--- src/itwt_pkg.sv ---
package itwt_pkg;

	localparam int VAL_W  = 32;
	localparam int DIGITS = 10;
	localparam int TOK_W  = 6;
	localparam int CNT_W  = $clog2(VAL_W);

	localparam logic [TOK_W-1:0] TOK_ZERO       = 6'd0;
	localparam logic [TOK_W-1:0] TOK_TEN        = 6'd10;
	localparam logic [TOK_W-1:0] TOK_TENS_BASE  = 6'd18;
	localparam logic [TOK_W-1:0] TOK_HUNDRED    = 6'd28;
	localparam logic [TOK_W-1:0] TOK_SCALE_BASE = 6'd28;
	localparam logic [TOK_W-1:0] TOK_NEGATIVE   = 6'd32;

	typedef logic [DIGITS-1:0][3:0] bcd_t;

	typedef struct packed {
		logic done;
		bcd_t digits;
	} conv_t;

	typedef struct packed {
		logic busy;
		logic fin;
	} emit_stat_t;

	typedef enum logic [1:0] {
		ST_IDLE,
		ST_NEG,
		ST_GROUP,
		ST_FLUSH
	} emit_state_t;

endpackage

--- src/itwt_bcd.sv ---
module itwt_bcd (
	input  logic                          clk,
	input  logic                          arst_n,
	input  logic                          start,
	input  logic [itwt_pkg::VAL_W-1:0]    mag,
	output itwt_pkg::conv_t               conv
);

	logic [itwt_pkg::VAL_W-1:0]     bin_q;
	itwt_pkg::bcd_t                 bcd_q;
	itwt_pkg::bcd_t                 adj;
	logic [itwt_pkg::DIGITS*4-1:0]  adj_flat;
	logic [itwt_pkg::CNT_W-1:0]     cnt_q;
	logic                           run_q;
	logic                           done_q;

	// add three to every digit of five or more before the shift
	always_comb begin
		for (int i = 0; i < itwt_pkg::DIGITS; i++) begin
			adj[i] = (bcd_q[i] >= 4'd5) ? bcd_q[i] + 4'd3 : bcd_q[i];
		end
		adj_flat = adj;
	end

	always_ff @(posedge clk or negedge arst_n) begin
		if (!arst_n) begin
			run_q  <= 1'b0;
			done_q <= 1'b0;
			cnt_q  <= '0;
		end else begin
			done_q <= 1'b0;
			if (start) begin
				run_q <= 1'b1;
				cnt_q <= '0;
			end else if (run_q) begin
				cnt_q <= cnt_q + 1'b1;
				if (cnt_q == itwt_pkg::CNT_W'(itwt_pkg::VAL_W - 1)) begin
					run_q  <= 1'b0;
					done_q <= 1'b1;
				end
			end
		end
	end

	always_ff @(posedge clk) begin
		if (start) begin
			bin_q <= mag;
			bcd_q <= '0;
		end else if (run_q) begin
			bin_q <= {bin_q[itwt_pkg::VAL_W-2:0], 1'b0};
			bcd_q <= {adj_flat[itwt_pkg::DIGITS*4-2:0], bin_q[itwt_pkg::VAL_W-1]};
		end
	end

	assign conv.done   = done_q;
	assign conv.digits = bcd_q;

endmodule

--- src/itwt_emit.sv ---
module itwt_emit (
	input  logic                        clk,
	input  logic                        arst_n,
	input  itwt_pkg::conv_t             conv,
	input  logic                        neg,
	output logic                        word_valid,
	input  logic                        word_stall,
	output logic [itwt_pkg::TOK_W-1:0]  word,
	output logic                        last,
	output itwt_pkg::emit_stat_t        stat
);

	itwt_pkg::emit_state_t        state_q, state_d;
	itwt_pkg::bcd_t               digits_q;
	logic [1:0]                   gi_q;
	logic [2:0]                   step_q;
	logic [itwt_pkg::TOK_W-1:0]   pend_q;
	logic                         pend_v_q;
	logic [itwt_pkg::TOK_W-1:0]   word_q;
	logic                         last_q;
	logic                         out_v_q;

	logic [3:0]                   h, t, u;
	logic                         tok_v;
	logic [itwt_pkg::TOK_W-1:0]   tok;
	logic                         can_move, adv, active, flush_go, load_out;

	// pick the three digits of the current thousand group
	always_comb begin
		unique case (gi_q)
			2'd3:    begin h = 4'd0;        t = 4'd0;        u = digits_q[9]; end
			2'd2:    begin h = digits_q[8]; t = digits_q[7]; u = digits_q[6]; end
			2'd1:    begin h = digits_q[5]; t = digits_q[4]; u = digits_q[3]; end
			default: begin h = digits_q[2]; t = digits_q[1]; u = digits_q[0]; end
		endcase
	end

	always_comb begin
		state_d = state_q;
		tok_v   = 1'b0;
		tok     = itwt_pkg::TOK_ZERO;
		unique case (state_q)
			itwt_pkg::ST_IDLE: begin
				if (conv.done)
					state_d = neg ? itwt_pkg::ST_NEG : itwt_pkg::ST_GROUP;
			end
			itwt_pkg::ST_NEG: begin
				tok_v = 1'b1;
				tok   = itwt_pkg::TOK_NEGATIVE;
			end
			itwt_pkg::ST_GROUP: begin
				unique case (step_q)
					3'd0: begin
						tok_v = (h != 4'd0);
						tok   = {2'b00, h};
					end
					3'd1: begin
						tok_v = (h != 4'd0);
						tok   = itwt_pkg::TOK_HUNDRED;
					end
					3'd2: begin
						if (t >= 4'd2) begin
							tok_v = 1'b1;
							tok   = itwt_pkg::TOK_TENS_BASE + {2'b00, t};
						end else begin
							tok_v = (t != 4'd0) || (u != 4'd0);
							tok   = t[0] ? itwt_pkg::TOK_TEN + {2'b00, u} : {2'b00, u};
						end
					end
					3'd3: begin
						tok_v = (t >= 4'd2) && (u != 4'd0);
						tok   = {2'b00, u};
					end
					3'd4: begin
						tok_v = (gi_q != 2'd0) && ((h | t | u) != 4'd0);
						tok   = itwt_pkg::TOK_SCALE_BASE + {4'b0000, gi_q};
					end
					default: begin
						tok_v = 1'b0;
					end
				endcase
			end
			itwt_pkg::ST_FLUSH: begin
				if (!out_v_q || !word_stall)
					state_d = itwt_pkg::ST_IDLE;
			end
			default: state_d = itwt_pkg::ST_IDLE;
		endcase
		// a new token pushes the held one out, so hold while the output is full
		adv = active && (!tok_v || !pend_v_q || can_move);
		if (adv && state_q == itwt_pkg::ST_NEG)
			state_d = itwt_pkg::ST_GROUP;
		if (adv && state_q == itwt_pkg::ST_GROUP && step_q == 3'd4 && gi_q == 2'd0)
			state_d = itwt_pkg::ST_FLUSH;
	end

	assign can_move = !out_v_q || !word_stall;
	assign active   = (state_q == itwt_pkg::ST_NEG) || (state_q == itwt_pkg::ST_GROUP);
	assign flush_go = (state_q == itwt_pkg::ST_FLUSH) && can_move;
	assign load_out = (adv && tok_v && pend_v_q) || flush_go;

	always_ff @(posedge clk or negedge arst_n) begin
		if (!arst_n) begin
			state_q  <= itwt_pkg::ST_IDLE;
			pend_v_q <= 1'b0;
			out_v_q  <= 1'b0;
			gi_q     <= 2'd3;
			step_q   <= 3'd0;
		end else begin
			state_q <= state_d;
			if (state_q == itwt_pkg::ST_IDLE && conv.done) begin
				pend_v_q <= (conv.digits == '0);
				gi_q     <= 2'd3;
				step_q   <= 3'd0;
			end else begin
				if (adv && tok_v)
					pend_v_q <= 1'b1;
				if (flush_go)
					pend_v_q <= 1'b0;
				if (adv && state_q == itwt_pkg::ST_GROUP) begin
					if (step_q == 3'd4) begin
						step_q <= 3'd0;
						gi_q   <= gi_q - 2'd1;
					end else begin
						step_q <= step_q + 3'd1;
					end
				end
			end
			if (load_out)
				out_v_q <= 1'b1;
			else if (!word_stall)
				out_v_q <= 1'b0;
		end
	end

	always_ff @(posedge clk) begin
		if (state_q == itwt_pkg::ST_IDLE && conv.done) begin
			digits_q <= conv.digits;
			pend_q   <= itwt_pkg::TOK_ZERO;
		end else if (adv && tok_v) begin
			pend_q <= tok;
		end
		if (load_out) begin
			word_q <= pend_q;
			last_q <= flush_go;
		end
	end

	assign word_valid = out_v_q;
	assign word       = word_q;
	assign last       = last_q;
	assign stat.busy  = (state_q != itwt_pkg::ST_IDLE);
	assign stat.fin   = flush_go;

endmodule

--- src/integer_to_word_tokens.sv ---
// Spells one signed 32-bit value as a run of English word tokens, 1 to 17 beats.
// Without stalls, a value passes through a load, a 32-step shift-and-add-3 converter, 20 group
// steps and a flush before its last word beat; a negative value adds a sign step first.
// Only one value is in flight at a time; input stalls until the last
// token is loaded, and output stalls hold the sequencer.
// Reset clears all control state at once; no clearing pass is needed.
module integer_to_word_tokens (
	input  logic                               clk,
	input  logic                               arst_n,
	input  logic                               value_valid,
	output logic                               value_stall,
	input  logic signed [itwt_pkg::VAL_W-1:0]  value,
	output logic                               word_valid,
	input  logic                               word_stall,
	output logic [itwt_pkg::TOK_W-1:0]         word,
	output logic                               last
);

	logic                         busy_q;
	logic                         neg_q;
	logic                         accept;
	logic [itwt_pkg::VAL_W-1:0]   mag;
	itwt_pkg::conv_t              conv;
	itwt_pkg::emit_stat_t         stat;

	assign value_stall = busy_q;
	assign accept      = value_valid && !busy_q;
	// the most negative value negates to itself, which is right when read unsigned
	assign mag = value[itwt_pkg::VAL_W-1] ? (~value + 1'b1) : value;

	always_ff @(posedge clk or negedge arst_n) begin
		if (!arst_n) begin
			busy_q <= 1'b0;
		end else if (accept) begin
			busy_q <= 1'b1;
		end else if (stat.fin) begin
			busy_q <= 1'b0;
		end
	end

	always_ff @(posedge clk) begin
		if (accept)
			neg_q <= value[itwt_pkg::VAL_W-1];
	end

	itwt_bcd u_bcd (
		.clk    (clk),
		.arst_n (arst_n),
		.start  (accept),
		.mag    (mag),
		.conv   (conv)
	);

	itwt_emit u_emit (
		.clk        (clk),
		.arst_n     (arst_n),
		.conv       (conv),
		.neg        (neg_q),
		.word_valid (word_valid),
		.word_stall (word_stall),
		.word       (word),
		.last       (last),
		.stat       (stat)
	);

	a_fin_last: assert property (@(posedge clk) disable iff (!arst_n)
		$fell(busy_q) |-> (word_valid && last))
		else $error("value released without a last beat loaded");

	a_conv_busy: assert property (@(posedge clk) disable iff (!arst_n)
		conv.done |-> (busy_q && !stat.busy))
		else $error("conversion finished outside a value");

	a_emit_busy: assert property (@(posedge clk) disable iff (!arst_n)
		stat.busy |-> busy_q)
		else $error("sequencer running while input is open");

endmodule

--- config.mk ---
export PLATFORM = sky130hd
export DESIGN_NAME = integer_to_word_tokens
export DESIGN_NICKNAME = d
export VERILOG_FILES = /design/src/itwt_pkg.sv /design/src/itwt_bcd.sv /design/src/itwt_emit.sv /design/src/integer_to_word_tokens.sv
export SDC_FILE = /design/constraint.sdc
export NUM_CORES = 1
export LEC_CHECK = 0
export BUFFER_PORTS_ARGS = -buffer_cell sky130_fd_sc_hd__buf_2
export CAP_MARGIN = 25
export CORE_ASPECT_RATIO = 0.8
export CORE_MARGIN = 8
export CORE_UTILIZATION = 55
export CTS_CLUSTER_DIAMETER = 100
export DETAILED_ROUTE_END_ITERATION = 12
export PLACE_DENSITY = 0.73
export SLEW_MARGIN = 20
export SYNTH_ARGS = -nofsm -noshare
export SYNTH_HDL_FRONTEND = slang
export SYNTH_SLANG_ARGS = --single-unit
export TNS_END_PERCENT = 5
--- constraint.sdc ---
create_clock -name clk -period 4.6 [get_ports clk]
set_input_delay 1.38 -clock clk [delete_from_list [all_inputs] [get_ports clk]]
set_output_delay 1.38 -clock clk [all_outputs]
set_load 0.1 [all_outputs]
* Yosys cells after proc, flatten, opt, wreduce, memory -nomap -nowiden
Index checks and enable logic that the tools add are counted.
Storage, ports and cells: flip-flop bits (word level) 143, input port bits 36, output and inout port bits 9, logic and storage cells 170
Operators by class: add/subtract/negate cells 17, magnitude comparators 11, equality and inequality tests 14, mux-type cells 50, bitwise gates (word level) 3, reductions and logical operators 41
Operators with widths (number):
- 32-bit 2-to-1 mux | 3
- 4-bit by 3-bit >= comparator with 1-bit output, second input constant | 10
- 40-bit logical NOT | 1
- 4-bit by 2-bit adder with 4-bit output, second input constant | 9
- 4-bit 2-to-1 mux | 9
- 4-bit one-hot mux with 3 select lines | 3
- 32-bit by 1-bit adder with 32-bit output, second input constant | 1
- 32-bit inverter | 1
- 6-bit one-hot mux with 5 select lines | 1
- 4-bit nonzero test | 5
- 2-bit 2-to-1 mux | 8
- 1-bit 2-to-1 mux | 14
- 1-bit logical AND | 12
- 3-bit 2-to-1 mux | 4
- 6-bit 2-to-1 mux | 2
- 6-bit one-hot mux with 2 select lines | 1
- 5-bit 2-to-1 mux | 2
- 2-bit nonzero test | 5
- 2-bit == test, second input constant | 4
- 4-bit bitwise OR | 2
- 5-bit by 2-bit adder with 6-bit output, first input constant | 1
- 5-bit by 4-bit adder with 6-bit output, first input constant | 1
- 3-bit by 2-bit == test with 1-bit output, second input constant | 2
- 1-bit logical OR | 6
- other kinds (23) | 29

* Logic depth before layout (Yosys ltp)
Gate-level depths: netlist of the first run.
depth after elaboration 17, mapped depth 12, depth with buffers taken out 11

* By module
A second synthesis of the first run with hierarchy kept.
Second synthesis, totals: cell total of the unflattened synthesis 768, area, all modules 7967.6 um^2
By module, submodules not included:
- itwt_bcd | instances 1, cells each 396, area each 4077.7 um^2, seq. area each 1936.9 um^2
- itwt_emit | instances 1, cells each 267, area each 3129.3 um^2, seq. area each 1759.2 um^2
- integer_to_word_tokens | instances 1, cells each 105, area each 760.7 um^2, seq. area each 55.1 um^2

* Least setup slack after synthesis of the first run
No wires, ideal clock.
kind input port to flip-flop, start in value[16] (netlist bit), end reg u_bcd.bin_q[26] (netlist bit), data pin, library setup time 264 ps, arrival 3116 ps, required time 4336 ps, path slack 1219 ps, stages on the path 6, buffers on the path 0, cells stage by stage or4_4 -> or3_4 -> or3_4 -> o41ai_2 -> xor2_1 -> o21ai_1
On the way: longest elaborated chain between the ends 4
RTL lines:
- from (decl) | RTL line integer_to_word_tokens.sv:12 | input logic signed [itwt_pkg::VAL_W-1:0] value,
- 32-bit inverter | RTL line integer_to_word_tokens.sv:29 | assign mag = value[itwt_pkg::VAL_W-1] ? (~value + 1'b1) : value;
- 32-bit by 1-bit adder with 32-bit output | RTL line integer_to_word_tokens.sv:29
- 32-bit 2-to-1 mux | RTL line integer_to_word_tokens.sv:29
- 32-bit 2-to-1 mux | RTL line itwt_bcd.sv:46 | if (start) begin
- to (signal assigned) | RTL line itwt_bcd.sv:47 | bin_q <= mag;
- to (signal assigned) | RTL line itwt_bcd.sv:50 | bin_q <= {bin_q[itwt_pkg::VAL_W-2:0], 1'b0};
- to (decl) | RTL line itwt_bcd.sv:9 | logic [itwt_pkg::VAL_W-1:0] bin_q;
Every way passes these cells. A chain may end at the register's enable or synchronous reset.

* Worst setup path after layout of the first run
start reg u_emit.gi_q[0], end reg u_emit.word_q, in the netlist u_emit.word[4] (enable)
On the way: longest elaborated chain between the ends 15, elaborated cells between the ends (all ways) 27, those cells by class order compare (1); eq/ne (3); mux (6); bitwise (2); reduce/logical (15)
RTL lines:
- from (decl) | RTL line itwt_emit.sv:15 | logic [1:0] gi_q;
- from (signal assigned) | RTL line itwt_emit.sv:123 | gi_q <= gi_q - 2'd1;
- parallel branches: the longest is 6 deep, another holds 4-bit by 2-bit >= comparator with 1-bit output
- 1-bit one-hot mux with 4 select lines (*) | RTL line itwt_emit.sv:52 | unique case (step_q)
- 1-bit one-hot mux with 2 select lines (*) | RTL line itwt_emit.sv:42 | unique case (state_q)
- 1-bit logical NOT | RTL line itwt_emit.sv:90 | adv = active && (!tok_v || !pend_v_q || can_move);
- 1-bit logical OR (2 in a row) | RTL line itwt_emit.sv:90
- 1-bit logical AND | RTL line itwt_emit.sv:90
- 1-bit logical AND (*) (2 in a row) | RTL line itwt_emit.sv:100 | assign load_out = (adv && tok_v && pend_v_q) || flush_go;
- 1-bit logical OR (*) | RTL line itwt_emit.sv:100
- named net u_emit.load_out | RTL line itwt_emit.sv:26 | logic can_move, adv, active, flush_go, load_out;
- to (signal assigned) | RTL line itwt_emit.sv:144 | word_q <= pend_q;
- to (decl) | RTL line itwt_emit.sv:19 | logic [itwt_pkg::TOK_W-1:0] word_q;
Mark *: on every way through the listed nets, which the timed path passes.

==> metrics.log, run 1 <==
[metrics] proportion of power drawn by the clock network: 23.6%
[metrics] maximum number of pins on one net before global-route repair: 53
[metrics] total vias in the final route: 5,903
[metrics] actual transition at the worst max-transition pin: 0.743 ns
[metrics] status: finished, final reports clean
[metrics] remaining design rule violation count: 0
[metrics] total wire length: 17,300 um
[metrics] Fin. Hold Viols: 0
[metrics] final layout net count: 896
[metrics] initial antenna violation count: 0
[metrics] Primary FF master, synth: edfxtp_1
[metrics] synthesized area per cell: 9.90 sq um
[metrics] internal power: 3.36 mW
[metrics] floorplan die area: 0.0179 sq mm
[metrics] first-pass GRT wire length: 28,100 um
[metrics] # hold bufs at CTS: 0
[metrics] synthesized net count: 856
[metrics] maximum fanout count along the critical path: 21
[metrics] type of origin of the critical path: register
[metrics] required time of the worst setup path: 4.74 ns
[metrics] upper clock frequency limit: 289 MHz
[metrics] remaining global-route overflow: 0
[metrics] Chip Width: 148 um
[metrics] count of clock tree sinks: 143
[metrics] category of the critical setup timing path: reg2reg
[metrics] arrival time of the worst setup path: 3.60 ns
[metrics] number of global-route vias before repair: 5,634
[metrics] power after layout: 5.57 mW
[metrics] path type of the worst min-delay path: reg2reg
[metrics] Comb power frac: 38.1%
[metrics] clock tree from TritonCTS: built
[metrics] sequential fraction of design power: 38.3%
[metrics] Rel. slew slack: 50.5%
[metrics] iteration count of the initial detailed-routing pass: 8
[metrics] Clock Tree Buf Depth: 2
[metrics] FILL cells: 1,092
[metrics] proportion of synthesized chip area in sequential cells: 49.2%
[metrics] number of buffers created by CTS: 17
[metrics] Peak supply drop: 503 uV
[metrics] fraction of final layout cells with drive strength greater than 1: 11.9%
[metrics] Rows: 38
[metrics] count of port buffers added during placement: 44
[metrics] clock insertion delay at the later pin of the skew report: 0.42 ns
[metrics] Total Neg Setup Slack: 0 ns
[metrics] fraction of post-synthesis cell area in the top cell type by area: 31.5%
[metrics] Top-Level Pins: 45
[metrics] Max-Cap Viols: 0
[metrics] half-perimeter wire length after placement: 12,200 um
[metrics] power density over cell area: 648 mW/mm^2
[metrics] sort of element at the end of the critical path: register
[metrics] floorplan core area: 0.0136 sq mm
[metrics] GRT Overall Usage: 19.7%
[metrics] clock-pin slew on the worst setup and hold paths: 0.06 ns
[metrics] combined area of the multi-input logic cells: 0.00362 sq mm
[metrics] Final min period: 3.46 ns
[metrics] buffer cell driving the clock tree root: clkbuf_16
[metrics] setup repair after global routing missed its margin: no
[metrics] layout overhead on the synthesized area: 12.6%
[metrics] post-synthesis cell type with the largest combined area: edfxtp_1
[metrics] Gate Count Post-Synth: 771
[metrics] FF+latch count, synth: 143
[metrics] clk_skew: 0.00778 ns
[metrics] starting utilization of the core area: 56.3%
[metrics] yosys warns: 0
[metrics] number of levels in the clock H-tree: 4
[metrics] DRT antenna net count: 0
[metrics] count of different cell masters after synthesis: 61
[metrics] Synth Cell Area: 0.00763 sq mm
[metrics] switching power as a share of total power: 39.7%
[metrics] post-route clock period utilization: 75.2%
[metrics] number of antenna repair diodes: 0
[metrics] storage element area: 0.00375 sq mm
[metrics] routed length per placed instance: 17.2 um
[metrics] dominant cells by area after synthesis: edfxtp_1 31%, dfxtp_1 12%, ha_1 8.0%
[metrics] P_sw: 2.21 mW
[metrics] commonest cells in the netlist: 83 x nand2_1, 83 x o21ai_0, 80 x edfxtp_1, 60 x nor2_1, 55 x a21oi_1
[metrics] number of buffers inserted by post-CTS setup repair: 0
[metrics] vias per inst: 5.88
[metrics] final number of max-transition violations: 0
[metrics] post-synthesis async set-or-reset flop share: 11.9%
[metrics] static leakage power: 3.51 nW
[metrics] die height: 121 um
[metrics] number of instances resized during post-cts repair: 0
[metrics] placer's final routability congestion estimate: 0.888
[metrics] number of enable flip-flop cells after synthesis: 80
[metrics] number of DRC markers in iteration 0: 591
[metrics] final setup violation count: 0
[sequential cells by signal (all words and copies together) (netlist names), 2 cells and up]
signal / cells
u_bcd.bin_q: 32
u_bcd.cnt_q: 5
u_bcd.conv: 40
u_emit.digits_q: 40
u_emit.gi_q: 2
u_emit.pend_q: 6
u_emit.state_q: 2
u_emit.step_q: 3
u_emit.word: 6
[metal layers]
metal	share of wire, %	track usage (%)	vias up
li1	-	-	2871
met1	47	26.8	2829
met2	46	30.1	180
met3	5.5	5.03	23
met4	1.4	6.48	0
met5	0	0	-
[placed cells by master (no fill, tap or decap), types with 8 or more instances in the layout]
master     instances
nand2_1           83
o21ai_0           83
edfxtp_1          80
nor2_1            60
a21oi_1           55
ha_1              49
dfxtp_1           46
buf_2             44
xor2_1            37
inv_1             34
nand3_1           18
clkbuf_16         17
nor3_1            15
xnor2_1           15
mux2i_1           15
dfrtp_1           15
nand2b_1          14
o31ai_1           13
nand4_1            8
[through the flow]
step                cells  utilization (%)  cell area, sq um  hold WS (ns)  worst slack, ns
floorplan             771                -              7630         0.408             1.22
global placement      971             59.1              8010         0.413             1.01
detailed placement    971             59.1              8010         0.416            0.941
CTS                  1003             63.3              8570         0.429             1.17
global route         1004             63.4              8590         0.432            0.886
finish               1004             63.4              8590         0.428             1.14
[final cells by class]
| type | instances | share of cell area [%] |
|---|---|---|
| sequential | 143 | 43.7 |
| multi-input combinational | 560 | 42.1 |
| clock buffer | 20 | 5.20 |
| timing repair buffer | 52 | 3.41 |
| tap | 180 | 2.62 |
| inverter | 37 | 1.62 |
| clock inverter | 12 | 1.40 |
[final timing paths]
check                                                    to  cells past startpoint  slack [ns]                     startpoint
worst max-delay path               u_emit.word[4]$_DFFE_PP_                      8        1.14     u_emit.gi_q[0]$_DFFE_PN1P_
worst min-delay path               u_emit.word[5]$_DFFE_PP_                      0        0.43  u_emit.pend_q[5]$_SDFFE_PP0P_
worst max register to register     u_emit.word[4]$_DFFE_PP_                      8        1.14     u_emit.gi_q[0]$_DFFE_PN1P_
worst min register to register     u_emit.word[5]$_DFFE_PP_                      0        0.43  u_emit.pend_q[5]$_SDFFE_PP0P_
max in group asynchronous        u_emit.gi_q[1]$_DFFE_PN1P_                      1        3.38                         arst_n
min in group asynchronous       u_emit.pend_v_q$_DFFE_PN0P_                      1        0.90                         arst_n
[power groups by stage]
stage	registers [mW]	logic [mW]	clock network, mW
2_1_floorplan	2.33	1.37	0
3_3_place_gp	2.13	2.01	0
3_5_place_dp	2.15	2.09	0
4_1_cts	2.13	2.12	1.34
5_1_grt	2.18	2.38	1.39
6_report	2.13	2.12	1.32
[logic make-up (layout without fill, tap and decap cells)]
family	Yosys count	count (layout)	synth area share (%)
simple gates	231	231	14.3
compound gates	212	212	17.0
flops	143	143	49.2
buf+inv	68	121	3.41
xor+xnor	52	52	5.97
fa+ha+maj	49	49	8.04
mux	16	16	2.12
[critical path, cell delays in order (launching register included)]
cell	delay, ns
dfstp_2	0.39
inv_1	0.09
ha_1	0.64
clkinv_1	0.46
o21ai_1	0.61
a21o_1	0.24
a311o_1	0.30
nand2_1	0.14
a21o_1	0.30
Note: power is estimated with default switching activity, not from simulation.
==> run 2, diff against run 1 <==
==> constraint.sdc (replaced) <==
create_clock -name clk -period 3.5 [get_ports clk]
set_input_delay 1.05 -clock clk [delete_from_list [all_inputs] [get_ports clk]]
set_output_delay 1.05 -clock clk [all_outputs]
set_load 0.1 [all_outputs]
==> metrics.log, run 2 (same netlist as run 1, synthesis figures left out) <==
[metrics] layout overhead on the synthesized area: 13.6%
[metrics] final setup violation count: 0
[metrics] number of antenna repair diodes: 0
[metrics] Layout Cell Area excl Fill: 0.00867 sq mm
[metrics] count of port buffers added during placement: 44
[metrics] power density over cell area: 861 mW/mm^2
[metrics] sort of element at the end of the critical path: register
[metrics] static leakage power: 3.56 nW
[metrics] clock insertion delay at the later pin of the skew report: 0.42 ns
[metrics] type of origin of the critical path: register
[metrics] power after layout: 7.46 mW
[metrics] storage element area: 0.00375 sq mm
[metrics] floorplan die area: 0.0179 sq mm
[metrics] Clock Tree Buf Depth: 2
[metrics] placer's final routability congestion estimate: 0.908
[metrics] actual transition at the worst max-transition pin: 0.838 ns
[metrics] status: finished, final reports clean
[metrics] number of buffers inserted by post-CTS setup repair: 0
[metrics] floorplan core area: 0.0136 sq mm
[metrics] required time of the worst setup path: 3.65 ns
[metrics] starting utilization of the core area: 56.3%
[metrics] number of buffers created by CTS: 17
[metrics] maximum fanout count along the critical path: 12
[metrics] number of levels in the clock H-tree: 4
[metrics] number of global-route vias before repair: 5,694
[metrics] path type of the worst min-delay path: reg2reg
[metrics] Total Neg Setup Slack: 0 ns
[metrics] vias per inst: 5.85
[metrics] GRT Overall Usage: 19.8%
[metrics] first-pass GRT wire length: 28,200 um
[metrics] list of cells traversed by the critical path: inv_1 > ha_1 > a222oi_1 > nand2_1 > o211ai_1 > a21o_1 > a311o_1 > nand2_1 > a21o_1
[metrics] total wire length: 17,400 um
[metrics] half-perimeter wire length after placement: 12,500 um
[metrics] Max-Cap Viols: 0
[metrics] remaining global-route overflow: 0
[metrics] number of DRC markers in iteration 0: 477
[metrics] Final min period: 3.23 ns
[metrics] fin worst setup slack: 0.273 ns
[metrics] FILL cells: 1,065
[metrics] # hold bufs at CTS: 0
[metrics] setup repair after global routing missed its margin: no
[metrics] initial antenna violation count: 0
[metrics] DRT antenna net count: 0
[metrics] fraction of final layout cells with drive strength greater than 1: 12.7%
[metrics] Rel. slew slack: 44.1%
[metrics] upper clock frequency limit: 310 MHz
[metrics] die height: 121 um
[metrics] total vias in the final route: 5,900
[metrics] top library cells by usage in the layout, fill and taps aside: 83 x nand2_1, 83 x o21ai_0, 80 x edfxtp_1
[metrics] clock tree from TritonCTS: built
[metrics] crit path max-delay cell type: dfstp_2
[metrics] Peak supply drop: 762 uV
[metrics] clock-pin slew on the worst setup and hold paths: 0.06 ns
[metrics] count of clock tree sinks: 143
[metrics] clk_skew: 0.0147 ns
[metrics] Fin. Hold Viols: 0
[metrics] final number of max-transition violations: 0
[metrics] buffer cell driving the clock tree root: clkbuf_16
[metrics] maximum number of pins on one net before global-route repair: 53
[metrics] routed length per placed instance: 17.3 um
[metrics] remaining design rule violation count: 0
[metrics] post-route clock period utilization: 92.2%
[metrics] Setup WS pre-CTS: 0.199 ns
[metrics] Chip Width: 148 um
[metrics] arrival time of the worst setup path: 3.37 ns
[metrics] combined area of the multi-input logic cells: 0.00362 sq mm
[metrics] final layout net count: 901
[metrics] number of instances resized during post-cts repair: 0
[metrics] Rows: 38
[metrics] category of the critical setup timing path: reg2reg
[metrics] DP Area: 0.00805 sq mm
[metrics] iteration count of the initial detailed-routing pass: 5
[metrics] fin util: 64.0%
[metrics] Top-Level Pins: 45
[metrics] delay of the slowest cell on the worst path: 0.57 ns
run 2: per-layer routing:
metal / part of all wire, % / up-vias / GRT usage [%]
met5: 0 / - / 0
li1: - / 2875 / -
met4: 2.0 / 0 / 7.12
met2: 46 / 176 / 30.8
met3: 5.4 / 26 / 5.07
met1: 47 / 2823 / 26.3
run 2: worst paths after layout:
path                            slack (ns)                       endpoint                          start  depth (start not counted)
min in group asynchronous             0.57  u_emit.word_valid$_DFFE_PN0P_                         arst_n                          1
worst min register to register        0.43       u_emit.word[2]$_DFFE_PP_  u_emit.pend_q[2]$_SDFFE_PP0P_                          0
worst max-delay path                  0.27       u_emit.word[0]$_DFFE_PP_     u_emit.gi_q[1]$_DFFE_PN1P_                          9
worst max register to register        0.27       u_emit.word[0]$_DFFE_PP_     u_emit.gi_q[1]$_DFFE_PN1P_                          9
worst min-delay path                  0.43       u_emit.word[2]$_DFFE_PP_  u_emit.pend_q[2]$_SDFFE_PP0P_                          0
max in group asynchronous             2.60     u_emit.gi_q[1]$_DFFE_PN1P_                         arst_n                          1
run 2: stage by stage:
stage | cells | hold slack, ns
after detailed placement | 977 | 0.421
after floorplan | 771 | 0.408
after global routing | 1009 | 0.441
final | 1009 | 0.432
after CTS | 1009 | 0.435
after global placement | 977 | 0.415
run 2: layout make-up:
class / instances / area share, %
Sequential cell: 143 / 43.3
Multi-Input combinational cell: 560 / 41.7
Clock buffer: 25 / 6.32
Timing Repair Buffer: 57 / 3.67
Tap cell: 180 / 2.60
Inverter: 37 / 1.60
Clock inverter: 7 / 0.808
run 2: power breakdown:
group,total (mW),switching [mW],internal [mW]
logic,2.82,1.84,0.980
registers,2.81,0.415,2.40
clock network,1.84,0.679,1.16
total,7.46,2.93,4.53
run 2: worst max-delay path: cells and delay by family (launching register included):
| family | cells | cell delay [ns] |
|---|---|---|
| AO/OA/AOI/OAI | 5 | 1.67 |
| flip-flops | 1 | 0.57 |
| adder cells (fa/ha/maj) | 1 | 0.32 |
| AND/OR/NAND/NOR | 2 | 0.32 |
| buffers and inverters | 1 | 0.07 |
==> run 3, diff against run 2 <==
--- a/config.mk
+++ b/config.mk
@@ -7,12 +7,13 @@
 export LEC_CHECK = 0
 export BUFFER_PORTS_ARGS = -buffer_cell sky130_fd_sc_hd__buf_2
 export CAP_MARGIN = 25
-export CORE_ASPECT_RATIO = 0.8
+export CELL_PAD_IN_SITES_DETAIL_PLACEMENT = 0
+export CELL_PAD_IN_SITES_GLOBAL_PLACEMENT = 1
 export CORE_MARGIN = 8
-export CORE_UTILIZATION = 55
+export CORE_UTILIZATION = 48
 export CTS_CLUSTER_DIAMETER = 100
 export DETAILED_ROUTE_END_ITERATION = 12
-export PLACE_DENSITY = 0.73
+export PLACE_DENSITY_LB_ADDON = 0.1
 export SLEW_MARGIN = 20
 export SYNTH_ARGS = -nofsm -noshare
 export SYNTH_HDL_FRONTEND = slang
==> metrics.log, run 3 (same netlist as run 1, synthesis figures left out) <==
[metrics] clock tree from TritonCTS: built
[metrics] fraction of final layout cells with drive strength greater than 1: 11.8%
[metrics] initial antenna violation count: 0
[metrics] number of levels in the clock H-tree: 4
[metrics] first-pass GRT wire length: 28,300 um
[metrics] type of origin of the critical path: register
[metrics] Peak supply drop: 384 uV
[metrics] maximum fanout count along the critical path: 12
[metrics] placer's final routability congestion estimate: 0.844
[metrics] Reg2Reg Depth: 8
[metrics] top sig layer: met4
[metrics] Final min period: 3.16 ns
[metrics] DP Area: 0.00811 sq mm
[metrics] reg-to-reg slack, setup: 0.34 ns
[metrics] remaining global-route overflow: 0
[metrics] most common cell after layout, fill and taps aside: o21ai_0
[metrics] vias per inst: 5.56
[metrics] Chip Width: 142 um
[metrics] Rows: 46
[metrics] Rel. slew slack: 49.7%
[metrics] final layout net count: 901
[metrics] Fin. Hold Viols: 0
[metrics] top library cells by usage in the layout, fill and taps aside: 83 x o21ai_0, 82 x nand2_1, 80 x edfxtp_1
[metrics] path type of the worst min-delay path: reg2reg
[metrics] number of antenna repair diodes: 0
[metrics] final cell count without fillers: 1,045
[metrics] number of buffers inserted by post-CTS setup repair: 0
[metrics] setup repair after global routing missed its margin: no
[metrics] die height: 142 um
[metrics] Top-Level Pins: 45
[metrics] sort of element at the end of the critical path: register
[metrics] clock insertion delay at the later pin of the skew report: 0.42 ns
[metrics] final number of max-transition violations: 0
[metrics] actual transition at the worst max-transition pin: 0.754 ns
[metrics] post-route clock period utilization: 90.2%
[metrics] # hold bufs at CTS: 0
[metrics] arrival time of the worst setup path: 3.26 ns
[metrics] total wire length: 17,400 um
[metrics] number of buffers created by CTS: 17
[metrics] Max-Cap Viols: 0
[metrics] starting utilization of the core area: 48.6%
[metrics] half-perimeter wire length after placement: 12,500 um
[metrics] iteration count of the initial detailed-routing pass: 6
[metrics] cell depth of the worst min-delay path: 0
[metrics] maximum number of pins on one net before global-route repair: 62
[metrics] category of the critical setup timing path: reg2reg
[metrics] layout overhead on the synthesized area: 13.6%
[metrics] required time of the worst setup path: 3.60 ns
[metrics] power density over cell area: 841 mW/mm^2
[metrics] Layout Cell Area excl Fill: 0.00866 sq mm
[metrics] worst slack on hold paths: 0.438 ns
[metrics] number of global-route vias before repair: 5,628
[metrics] floorplan core area: 0.0157 sq mm
[metrics] Clock Tree Buf Depth: 2
[metrics] upper clock frequency limit: 317 MHz
[metrics] count of port buffers added during placement: 44
[metrics] total vias in the final route: 5,814
[metrics] routed length per placed instance: 16.7 um
[metrics] GRT Overall Usage: 17.9%
[metrics] sum of met3 wire segment lengths after detailed routing: 797 um
[metrics] number of DRC markers in iteration 0: 412
[metrics] remaining design rule violation count: 0
[metrics] Cells after DPL: 1,013
[metrics] final setup violation count: 0
[metrics] count of clock tree sinks: 143
[metrics] buffer cell driving the clock tree root: clkbuf_16
[metrics] static leakage power: 3.52 nW
[metrics] DRT antenna net count: 0
[metrics] status: finished, final reports clean
[metrics] clock-pin slew on the worst setup and hold paths: 0.05 ns
[metrics] routed length on met2: 8160 um
[metrics] floorplan die area: 0.0202 sq mm
[metrics] Total Neg Setup Slack: 0 ns
[metrics] number of instances resized during post-cts repair: 0
[metrics] clk_skew: 0.00532 ns
[metrics] wl on met1: 8070 um
## run 3: changes by cell type in the layout (fill, tap and decap cells not counted), moves of 2 or more
cell / previous run / this run
clkinv_4: 2 / 0
clkbuf_16: 19 / 17
clkbuf_1: 1 / 6
clkbuf_8: 5 / 1
clkinv_1: 2 / 5
clkinv_2: 3 / 1
## run 3: per-layer routing
layer | track usage [%] | vias up
met2 | 28.2 | 149
met5 | 0 | -
li1 | - | 2877
met1 | 23.4 | 2759
met3 | 3.82 | 29
met4 | 7.69 | 0
## run 3: final cells by class
| type | instances | area (sq um) |
|---|---|---|
| Clock buffer | 24 | 462 |
| Clock inverter | 8 | 91.3 |
| Fill cell | 1445 | 7050 |
| Inverter | 37 | 139 |
| Multi-Input combinational cell | 560 | 3620 |
| Sequential cell | 143 | 3750 |
| Tap cell | 216 | 270 |
| Timing Repair Buffer | 57 | 330 |
## run 3: worst paths after layout
check,start,endpoint
worst max-delay path,u_emit.gi_q[0]$_DFFE_PN1P_,u_emit.word[5]$_DFFE_PP_
worst min-delay path,u_emit.pend_q[2]$_SDFFE_PP0P_,u_emit.word[2]$_DFFE_PP_
worst max register to register,u_emit.gi_q[0]$_DFFE_PN1P_,u_emit.word[5]$_DFFE_PP_
worst min register to register,u_emit.pend_q[2]$_SDFFE_PP0P_,u_emit.word[2]$_DFFE_PP_
max in group asynchronous,arst_n,u_emit.gi_q[1]$_DFFE_PN1P_
min in group asynchronous,arst_n,u_emit.step_q[1]$_DFFE_PN0P_
## run 3: stage by stage
step | util (%) | total power [mW] | worst slack [ns]
floorplan | - | 4.87 | 0.449
global placement | 51.6 | 5.49 | 0.231
detailed placement | 51.6 | 5.60 | 0.178
CTS | 55.1 | 7.34 | 0.337
global route | 55.1 | 7.81 | 0.142
finish | 55.1 | 7.29 | 0.343
## run 3: where the power goes
part,total (mW),internal [mW],switching [mW]
sequential,2.80,2.40,0.405
clock,1.71,1.06,0.653
combinational,2.77,0.977,1.79
total,7.29,4.43,2.85
## run 3: critical path: stages (launching register included)
cell and delay, ns:
dfstp_2 0.58, ha_1 0.43, a22oi_1 0.18, o21ai_0 0.48, nor3_2 0.10, a21o_1 0.19, a311o_1 0.42, nand2_1 0.15
a21o_1 0.30
